## src/hdl/lsac_pkg.sv

```systemverilog
package lsac_pkg;

  localparam int unsigned COLOR_BITS        = 8;
  localparam int unsigned OPACITY_FRAC_BITS = 8;

  localparam int unsigned OP_W      = OPACITY_FRAC_BITS + 1;
  localparam int unsigned ANUM_W    = 2 * OPACITY_FRAC_BITS + 1;
  localparam int unsigned NUM_W     = COLOR_BITS + 2 * OPACITY_FRAC_BITS + 1;
  localparam int unsigned BIT_IDX_W = (COLOR_BITS > 1) ? $clog2(COLOR_BITS) : 1;
  localparam int unsigned NUM_CH    = 3;
  localparam int unsigned CH_W      = $clog2(NUM_CH);

  localparam logic [OP_W-1:0] OP_ONE = OP_W'(1) << OPACITY_FRAC_BITS;

  typedef struct packed {
    logic [COLOR_BITS-1:0] pixel_blue;
    logic [COLOR_BITS-1:0] pixel_green;
    logic [COLOR_BITS-1:0] pixel_red;
    logic [COLOR_BITS-1:0] pixel_alpha;
    logic [OP_W-1:0]       layer_opacity;
    logic                  layer_visible;
    logic                  last_layer;
  } in_item_t;

  typedef struct packed {
    logic [COLOR_BITS-1:0] out_blue;
    logic [COLOR_BITS-1:0] out_green;
    logic [COLOR_BITS-1:0] out_red;
    logic [COLOR_BITS-1:0] out_alpha;
    logic                  no_visible_layer;
  } out_item_t;

endpackage

```

## src/hdl/layer_stack_alpha_compositor.sv

```systemverilog
// Channel | Direction | Handshake                      | Payload
// in      | input     | in_valid_i / in_ready_o        | in_item_i  (lsac_pkg::in_item_t)
// out     | output    | out_valid_o / out_ready_i      | out_item_o (lsac_pkg::out_item_t)
//
// An invisible layer or the first visible layer of a pixel goes from S_IDLE
// straight to S_FINISH. A blended layer passes S_WEIGHT, then S_NUM and S_DIV per
// channel, on one shared compare-subtract unit doing a restoring divide per channel.
// rst_ni clears the sequencer, the pixel state and the output register.
// A last-layer item waits for a free output register; a held result does not
// stop the next item from being accepted.
module layer_stack_alpha_compositor (
  input  logic                clk_i,
  input  logic                rst_ni,
  input  logic                in_valid_i,
  output logic                in_ready_o,
  input  lsac_pkg::in_item_t  in_item_i,
  output logic                out_valid_o,
  input  logic                out_ready_i,
  output lsac_pkg::out_item_t out_item_o
);

  localparam int unsigned C  = lsac_pkg::COLOR_BITS;
  localparam int unsigned F  = lsac_pkg::OPACITY_FRAC_BITS;
  localparam int unsigned OW = lsac_pkg::OP_W;
  localparam int unsigned AW = lsac_pkg::ANUM_W;
  localparam int unsigned NW = lsac_pkg::NUM_W;
  localparam int unsigned BW = lsac_pkg::BIT_IDX_W;
  localparam int unsigned CW = lsac_pkg::CH_W;
  localparam int unsigned NC = lsac_pkg::NUM_CH;

  typedef enum logic [2:0] {
    S_IDLE,
    S_WEIGHT,
    S_NUM,
    S_DIV,
    S_FINISH
  } state_e;

  state_e              state_q;
  logic [C-1:0]        comp_q [NC];
  logic [C-1:0]        layer_q [NC];
  logic [C-1:0]        alpha_q;
  logic [C-1:0]        layer_alpha_q;
  logic [OW-1:0]       acc_q;
  logic [OW-1:0]       op_q;
  logic                seen_q;
  logic                last_q;
  logic [AW-1:0]       weight_q;
  logic [AW-1:0]       anum_q;
  logic [NW-1:0]       rem_q;
  logic [C-1:0]        quo_q;
  logic [BW-1:0]       bit_q;
  logic [CW-1:0]       ch_q;
  logic                out_valid_q;
  lsac_pkg::out_item_t out_item_q;

  logic [OW-1:0] op_sat;
  logic [OW-1:0] inv_t;
  logic [AW-1:0] weight_d;
  logic [AW-1:0] anum_d;
  logic [NW-1:0] upper_term;
  logic [NW-1:0] lower_term;
  logic [NW-1:0] num_d;
  logic [NW-1:0] div_shift;
  logic          fits;
  logic [NW-1:0] rem_d;
  logic [C-1:0]  quo_d;
  logic          accept;
  logic          emit;

  assign accept = in_valid_i && (state_q == S_IDLE);
  assign emit   = (state_q == S_FINISH) && last_q && (!out_valid_q || out_ready_i);
  assign op_sat = (in_item_i.layer_opacity > lsac_pkg::OP_ONE) ? lsac_pkg::OP_ONE
                                                               : in_item_i.layer_opacity;

  assign inv_t      = lsac_pkg::OP_ONE - acc_q;
  assign weight_d   = AW'(inv_t) * AW'(op_q);
  assign anum_d     = AW'({acc_q, {F{1'b0}}}) + weight_d;
  assign upper_term = NW'(comp_q[ch_q]) * NW'(acc_q);
  assign lower_term = NW'(layer_q[ch_q]) * NW'(weight_q);
  assign num_d      = (upper_term << F) + lower_term;
  assign div_shift  = NW'(anum_q) << bit_q;
  assign fits       = rem_q >= div_shift;
  assign rem_d      = fits ? (rem_q - div_shift) : rem_q;
  assign quo_d      = quo_q | (C'(fits) << bit_q);

  always_ff @(posedge clk_i or negedge rst_ni) begin
    if (!rst_ni) begin
      state_q     <= S_IDLE;
      for (int i = 0; i < NC; i++) begin
        comp_q[i]  <= '0;
        layer_q[i] <= '0;
      end
      alpha_q       <= '0;
      layer_alpha_q <= '0;
      acc_q         <= '0;
      op_q          <= '0;
      seen_q        <= 1'b0;
      last_q        <= 1'b0;
      weight_q      <= '0;
      anum_q        <= '0;
      rem_q         <= '0;
      quo_q         <= '0;
      ch_q          <= '0;
      bit_q         <= '0;
      out_valid_q   <= 1'b0;
      out_item_q    <= '0;
    end else begin
      if (emit) begin
        out_valid_q <= 1'b1;
      end else if (out_ready_i) begin
        out_valid_q <= 1'b0;
      end
      unique case (state_q)
        S_IDLE: begin
          if (accept) begin
            layer_q[0]    <= in_item_i.pixel_blue;
            layer_q[1]    <= in_item_i.pixel_green;
            layer_q[2]    <= in_item_i.pixel_red;
            layer_alpha_q <= in_item_i.pixel_alpha;
            op_q          <= op_sat;
            last_q        <= in_item_i.last_layer;
            if (in_item_i.layer_visible && !seen_q) begin
              comp_q[0] <= in_item_i.pixel_blue;
              comp_q[1] <= in_item_i.pixel_green;
              comp_q[2] <= in_item_i.pixel_red;
              alpha_q   <= in_item_i.pixel_alpha;
              acc_q     <= op_sat;
              seen_q    <= 1'b1;
              state_q   <= S_FINISH;
            end else if (in_item_i.layer_visible) begin
              state_q <= S_WEIGHT;
            end else begin
              state_q <= S_FINISH;
            end
          end
        end
        S_WEIGHT: begin
          weight_q <= weight_d;
          anum_q   <= anum_d;
          ch_q     <= '0;
          state_q  <= S_NUM;
        end
        S_NUM: begin
          rem_q   <= num_d;
          quo_q   <= '0;
          bit_q   <= BW'(C - 1);
          state_q <= S_DIV;
        end
        S_DIV: begin
          rem_q <= rem_d;
          quo_q <= quo_d;
          if (bit_q == '0) begin
            comp_q[ch_q] <= (anum_q == '0) ? '0 : quo_d;
            if (ch_q == CW'(NC - 1)) begin
              acc_q   <= OW'(anum_q >> F);
              alpha_q <= layer_alpha_q;
              state_q <= S_FINISH;
            end else begin
              ch_q    <= ch_q + 1'b1;
              state_q <= S_NUM;
            end
          end else begin
            bit_q <= bit_q - 1'b1;
          end
        end
        S_FINISH: begin
          if (!last_q) begin
            state_q <= S_IDLE;
          end else if (emit) begin
            if (seen_q) begin
              out_item_q <= '{out_blue: comp_q[0], out_green: comp_q[1],
                              out_red: comp_q[2], out_alpha: alpha_q,
                              no_visible_layer: 1'b0};
            end else begin
              out_item_q <= '{out_blue: '0, out_green: '0, out_red: '0,
                              out_alpha: '0, no_visible_layer: 1'b1};
            end
            for (int i = 0; i < NC; i++) begin
              comp_q[i] <= '0;
            end
            alpha_q <= '0;
            acc_q   <= '0;
            seen_q  <= 1'b0;
            state_q <= S_IDLE;
          end
        end
        default: begin
          state_q <= S_IDLE;
        end
      endcase
    end
  end

  assign in_ready_o  = (state_q == S_IDLE);
  assign out_valid_o = out_valid_q;
  assign out_item_o  = out_item_q;

endmodule

```

## config.mk

```make
export PLATFORM = sky130hd
export DESIGN_NAME = layer_stack_alpha_compositor
export DESIGN_NICKNAME = d
export VERILOG_FILES = /design/src/hdl/lsac_pkg.sv /design/src/hdl/layer_stack_alpha_compositor.sv
export SDC_FILE = /design/constraint.sdc
export NUM_CORES = 1
export LEC_CHECK = 0
export BUFFER_PORTS_ARGS = -buffer_cell sky130_fd_sc_hd__buf_2
export CAP_MARGIN = 10
export CORE_MARGIN = 2
export CORE_UTILIZATION = 40
export CTS_CLUSTER_DIAMETER = 30
export DETAILED_ROUTE_END_ITERATION = 16
export PLACE_DENSITY_LB_ADDON = 0.12
export SLEW_MARGIN = 20
export SYNTH_ARGS = -nofsm -noshare
export SYNTH_HDL_FRONTEND = slang
export SYNTH_SLANG_ARGS = --single-unit
```

## constraint.sdc

```tcl
create_clock -name clk_i -period 15.9 [get_ports clk_i]
set_clock_uncertainty 0.2 [all_clocks]
set_input_delay 0.795 -clock clk_i [delete_from_list [all_inputs] [get_ports clk_i]]
set_output_delay 0.795 -clock clk_i [all_outputs]
set_load 0.01 [all_outputs]
```

# Word-level counts from Yosys, hierarchy flattened
# Index checks and enable logic that the tools add are counted.
# classes
n_addsub	6
mul	3
magnitude_cmp	4
eq_ne	15
shift	2
mux	55
bitwise_logic	2
n_reduce_logical	25
# op_table
cell	count
$mux W24	5
$mux W8	12
$pmux W24 S3	1
$mux W9	7
$pmux W25 S2	1
$mux W33	1
$bmux W8 S2	2
$pmux W9 S3	1
$add A25 B25 Y25	1
$ge A25 B25 Y1	1
$mul A8 B17 Y25	1
$mux W25	1
$shl A17 B3 Y25	1
$sub A25 B25 Y25	1
$bwmux W24	1
$mux W3	8
$pmux W8 S3	1
$add A17 B17 Y17	1
$logic_not A17 Y1	1
$mul A8 B9 Y17	1
$mul A9 B9 Y17	1
$demux W8 S2	1
$pmux W8 S2	1
$pmux W3 S5	1
32 further kinds	59
# totals
ff_bits	193
input_bits	47
out_inout_bits	35
wordCells	137

# Depth between registers and ports, before layout
# depth
ltp_word	8
ltp_mapped	35
mapped_depth_nobuf	33

# Worst setup path before layout
# OpenSTA, ideal clock, no wires.
# synth_path
kind	flip-flop to flip-flop
start	register ch_q[1]
end	register rem_q[24]
setup_time_ns	0.118
arrival_ns	8.323
t_required_ns	15.582
path_slack_ns	7.259
path_stages_with_launch	31
n_path_buf	2
period_less_slack_ns	8.641
cell_sequence	dfrtp_1 -> clkbuf_1 -> buf_1 -> mux2i_1 -> o21ai_1 -> and2_1 -> fa_1 -> fa_1 -> inv_1 -> fa_1 -> fa_1 -> inv_1 -> ha_1 -> o21ai_0 -> o21bai_1 -> a21oi_1 -> xor2_1 -> fa_1 -> fa_1 -> fa_1 -> fa_1 -> inv_1 -> ha_1 -> a21o_1 -> a21oi_1 -> a211oi_1 -> a311o_1 -> a221oi_2 -> xnor2_1 -> xnor2_1 -> a21o_1
# synth_between
elab_chain_len	7
word_cells_on_any_way	11
cone_classes	1 x add/sub; 2 x mul; 7 x mux; 1 x bitwise
# synth_lines
item	line	text
from (decl)	layer_stack_alpha_compositor.sv:53	logic [CW-1:0] ch_q;
from (signal assigned)	layer_stack_alpha_compositor.sv:160	ch_q <= ch_q + 1'b1;
$not A2 Y3 (not written as such) *	layer_stack_alpha_compositor.sv:79, layer_stack_alpha_compositor.sv:80	
$bmux W8 S2, on equally long branches	layer_stack_alpha_compositor.sv:80, layer_stack_alpha_compositor.sv:79	
$mux W8, on equally long branches (2 in series)	layer_stack_alpha_compositor.sv:80, layer_stack_alpha_compositor.sv:79	
$mul A8 B17 Y25 / $mul A8 B9 Y17 (equally long branches)	layer_stack_alpha_compositor.sv:80, layer_stack_alpha_compositor.sv:79	
$add A25 B25 Y25 *	layer_stack_alpha_compositor.sv:81	assign num_d = (upper_term << F) + lower_term;
$pmux W25 S2 *	layer_stack_alpha_compositor.sv:114	unique case (state_q)
to (signal assigned)	layer_stack_alpha_compositor.sv:145	rem_q <= num_d;
to (signal assigned)	layer_stack_alpha_compositor.sv:151	rem_q <= rem_d;
to (decl)	layer_stack_alpha_compositor.sv:50	logic [NW-1:0] rem_q;
# Every way passes the cells marked *; elsewhere a longest branch is shown, timed or not. The select of a mux whose other input is x is not followed.
# A chain may end at the register's enable or synchronous reset.

# Final worst setup path
# layout_path
start	register ch_q[0]
end	register rem_q[24]
# The elaborated chain is that of the path after synthesis.

==> results.toml <==
[cells_and_area]
seq_area_um2 = 4630
nets = 2629
fill_cells = 4859
drive_gt1_share_pct = 9.61
final_area_um2 = 21300
multi_input_area_um2 = 13600
areaGrowthSynthToFinish_pct = 8.04

[setup_path]
crit_top_cell = "fa_1"
required_ps = 16080
crit_fanout = 19
end_kind = "flip-flop"
path_class = "flip-flop to flip-flop"
arrival_ps = 9700
crit_path_start_kind = "flip-flop"
cp_slowest_cell = "nor2_1"
max_stage_delay_ps = 760

[floorplanning]
pin_count = 82
die-width_um = 226
rows = 81
core-area_um2 = 48700
start_util_pct = 40.4
fp.dieH_um = 226
dieArea_um2 = 51000

[yosys]
synth-edff-count = 0
yosys-top-cells-count = "nand2_1, inv_1, fa_1, dfrtp_1, ha_1"
netlist_area_um2 = 19700
syn_avg_cell_area_um2 = 8.92
ys_dominant_reg_cell = "dfrtp_1"
synth_fp_nets = 2612
ys.warnings.count = 0
synth_cell_types = 71
async_flop_share_pct = 100
ys_ff_latch = 185
synth_top_cell_by_area = "dfrtp_1"
synth_most_common_cell = "nand2_1"
yosysTopAreaCellShare_pct = 23.5
yosysSeqAreaShare_pct = 23.5
netlist_instances = 2208
synth.area.top_cells = "dfrtp_1, fa_1, ha_1, nand2_1, inv_1"

[timing]
rsz0062_at_grt = "no"
fin_crit_sh_pct = 59.9
slew_violations = 0
setup_tns_ps = 0
setup_slack_ps = 6380
period_minus_slack_ps = 9520
worst_slew_margin_rel_pct = 30.2
fmax_mhz = 105
worst_slew_pin_slew_ps = 1040
hold_viol = 0
setup_viol = 0

[clock_network]
cts_tree = "done"
cts-resized-gates = 0
cts_buffers = 17
clock-sinks = 185
clk_latency_ps = 500
clockBufferDepth = 2
postCtsSetupRepairBufs = 0
clkTransAtPathRegs_ps = 80
cts_root_buffer = "clkbuf_16"
postCtsHoldBufs = 0
htree_levels = 4

[job]
max-cap-violations = 0

[global_routing]
grt_pass1_wl_mm = 86.7
grt_antenna_before_repair = 0
grt_usage_pct = 22.0
grt-ovfl-total = 0
grt_max_degree = 110
grt_pass1_vias = 15500

[detailed_routing]
dr.first_iter.drc_count = 814
wl_mm = 54.0
wl_per_cell_um = 18.6
via_per_inst = 5.28
dr.pass1.iters = 5
vias = 15300
drcViolationCount = 0
antenna_left = 0

[worst_hold_path]
min_path_type = "primary input to asynchronous set/reset pin"

[placed_design]
gp_congestion = 0.918
place_area_um2 = 20700
dp_hpwl_mm = 41.2
portBuffers = 81
pre_cts_slack_ps = 6410

[status]
run_status = "finished, final reports clean"
## final cells by class
class / instances / share of cell area, %
diodes: 1 / 0.0118
clock buffers: 20 / 2.10
clock inverters: 12 / 0.523
inverters: 268 / 4.73
multi-input cells: 1645 / 64.1
flip-flops and latches: 185 / 21.8
well taps: 664 / 3.90
repair buffers: 108 / 2.92
## worst paths after layout
| kind | cells past startpoint | end | slack (ps) | start |
|---|---|---|---|---|
| max | 29 | rem_q[24] | 6380 | ch_q[0] |
| min | 1 | out_item_o[13] | 190 | rst_ni |
| max reg2reg | 29 | rem_q[24] | 6380 | ch_q[0] |
| min reg2reg | 2 | out_item_o[28] | 270 | out_item_o[28] |
| max in group asynchronous | 2 | rem_q[8] | 14030 | rst_ni |
| min in group clk_i | 2 | out_item_o[28] | 270 | out_item_o[28] |
## routing by layer
layer	GRT usage, %	vias to the layer above	routed length (µm)
met4	5.38	0	850
li1	-	7324	-
met5	0	-	0
met3	3.07	52	2090
met1	30.8	7636	25400
met2	36.1	304	25600
## worst max-delay path: cells and delay by family (launching register included)
kind,cells,cell delay (ps)
XOR/XNOR,3,490
AND/OR/NAND/NOR,3,1050
flip-flops,1,700
adder cells (fa/ha/maj),10,4620
buffers and inverters,5,400
AO/OA/AOI/OAI,8,1950
## through the flow
step                      hold slack (ps)  instances  utilization [%]
after floorplan                       263       2208                -
after global placement                258       2870             42.5
after detailed placement              265       2870             42.5
after CTS                             237       2902             43.6
after global routing                  263       2902             43.6
final                                 189       2903             43.7
## layout by cell type (no fill, tap or decap), drive strengths merged, types with 6 or more instances in the layout
master and count:
a211oi 8, a21o 17, a21oi 130, a22oi 32, a31oi 22, a32oi 7, a41oi 6, and2 154
and3 10, buf 107, clkbuf 21, dfrtp 185, fa 199, ha 158, inv 272, mux2 52
mux2i 36, mux4 7, nand2 302, nand2b 15, nand3 19, nand4 7, nor2 125, nor2b 12
nor3 21, nor4 8, o211ai 12, o21a 18, o21ai 121, o21bai 11, or2 6, xnor2 50
xor2 27
## registers in the layout (all words and copies together) (netlist names)
signal         flops
anum_q             9
seen_q             1
state_q            3
comp_q            24
out_valid_o        1
bit_q              3
layer_alpha_q      8
weight_q          17
out_item_o        33
quo_q              8
last_q             1
op_q               9
layer_q           24
alpha_q            8
acc_q              9
ch_q               2
rem_q             25
## logic make-up after synthesis
logic type	count (synthesis)	share of synthesized area, %
xor+xnor	78	3.54
buf+inv	378	7.38
mux	95	5.62
flops	185	23.5
compound gates	423	13.2
simple gates	692	16.4
fa+ha+maj	357	30.3
Power is left out: the tool's default activity adds up to more than one toggle a clock period on the data nets, which glitch-free logic cannot reach.
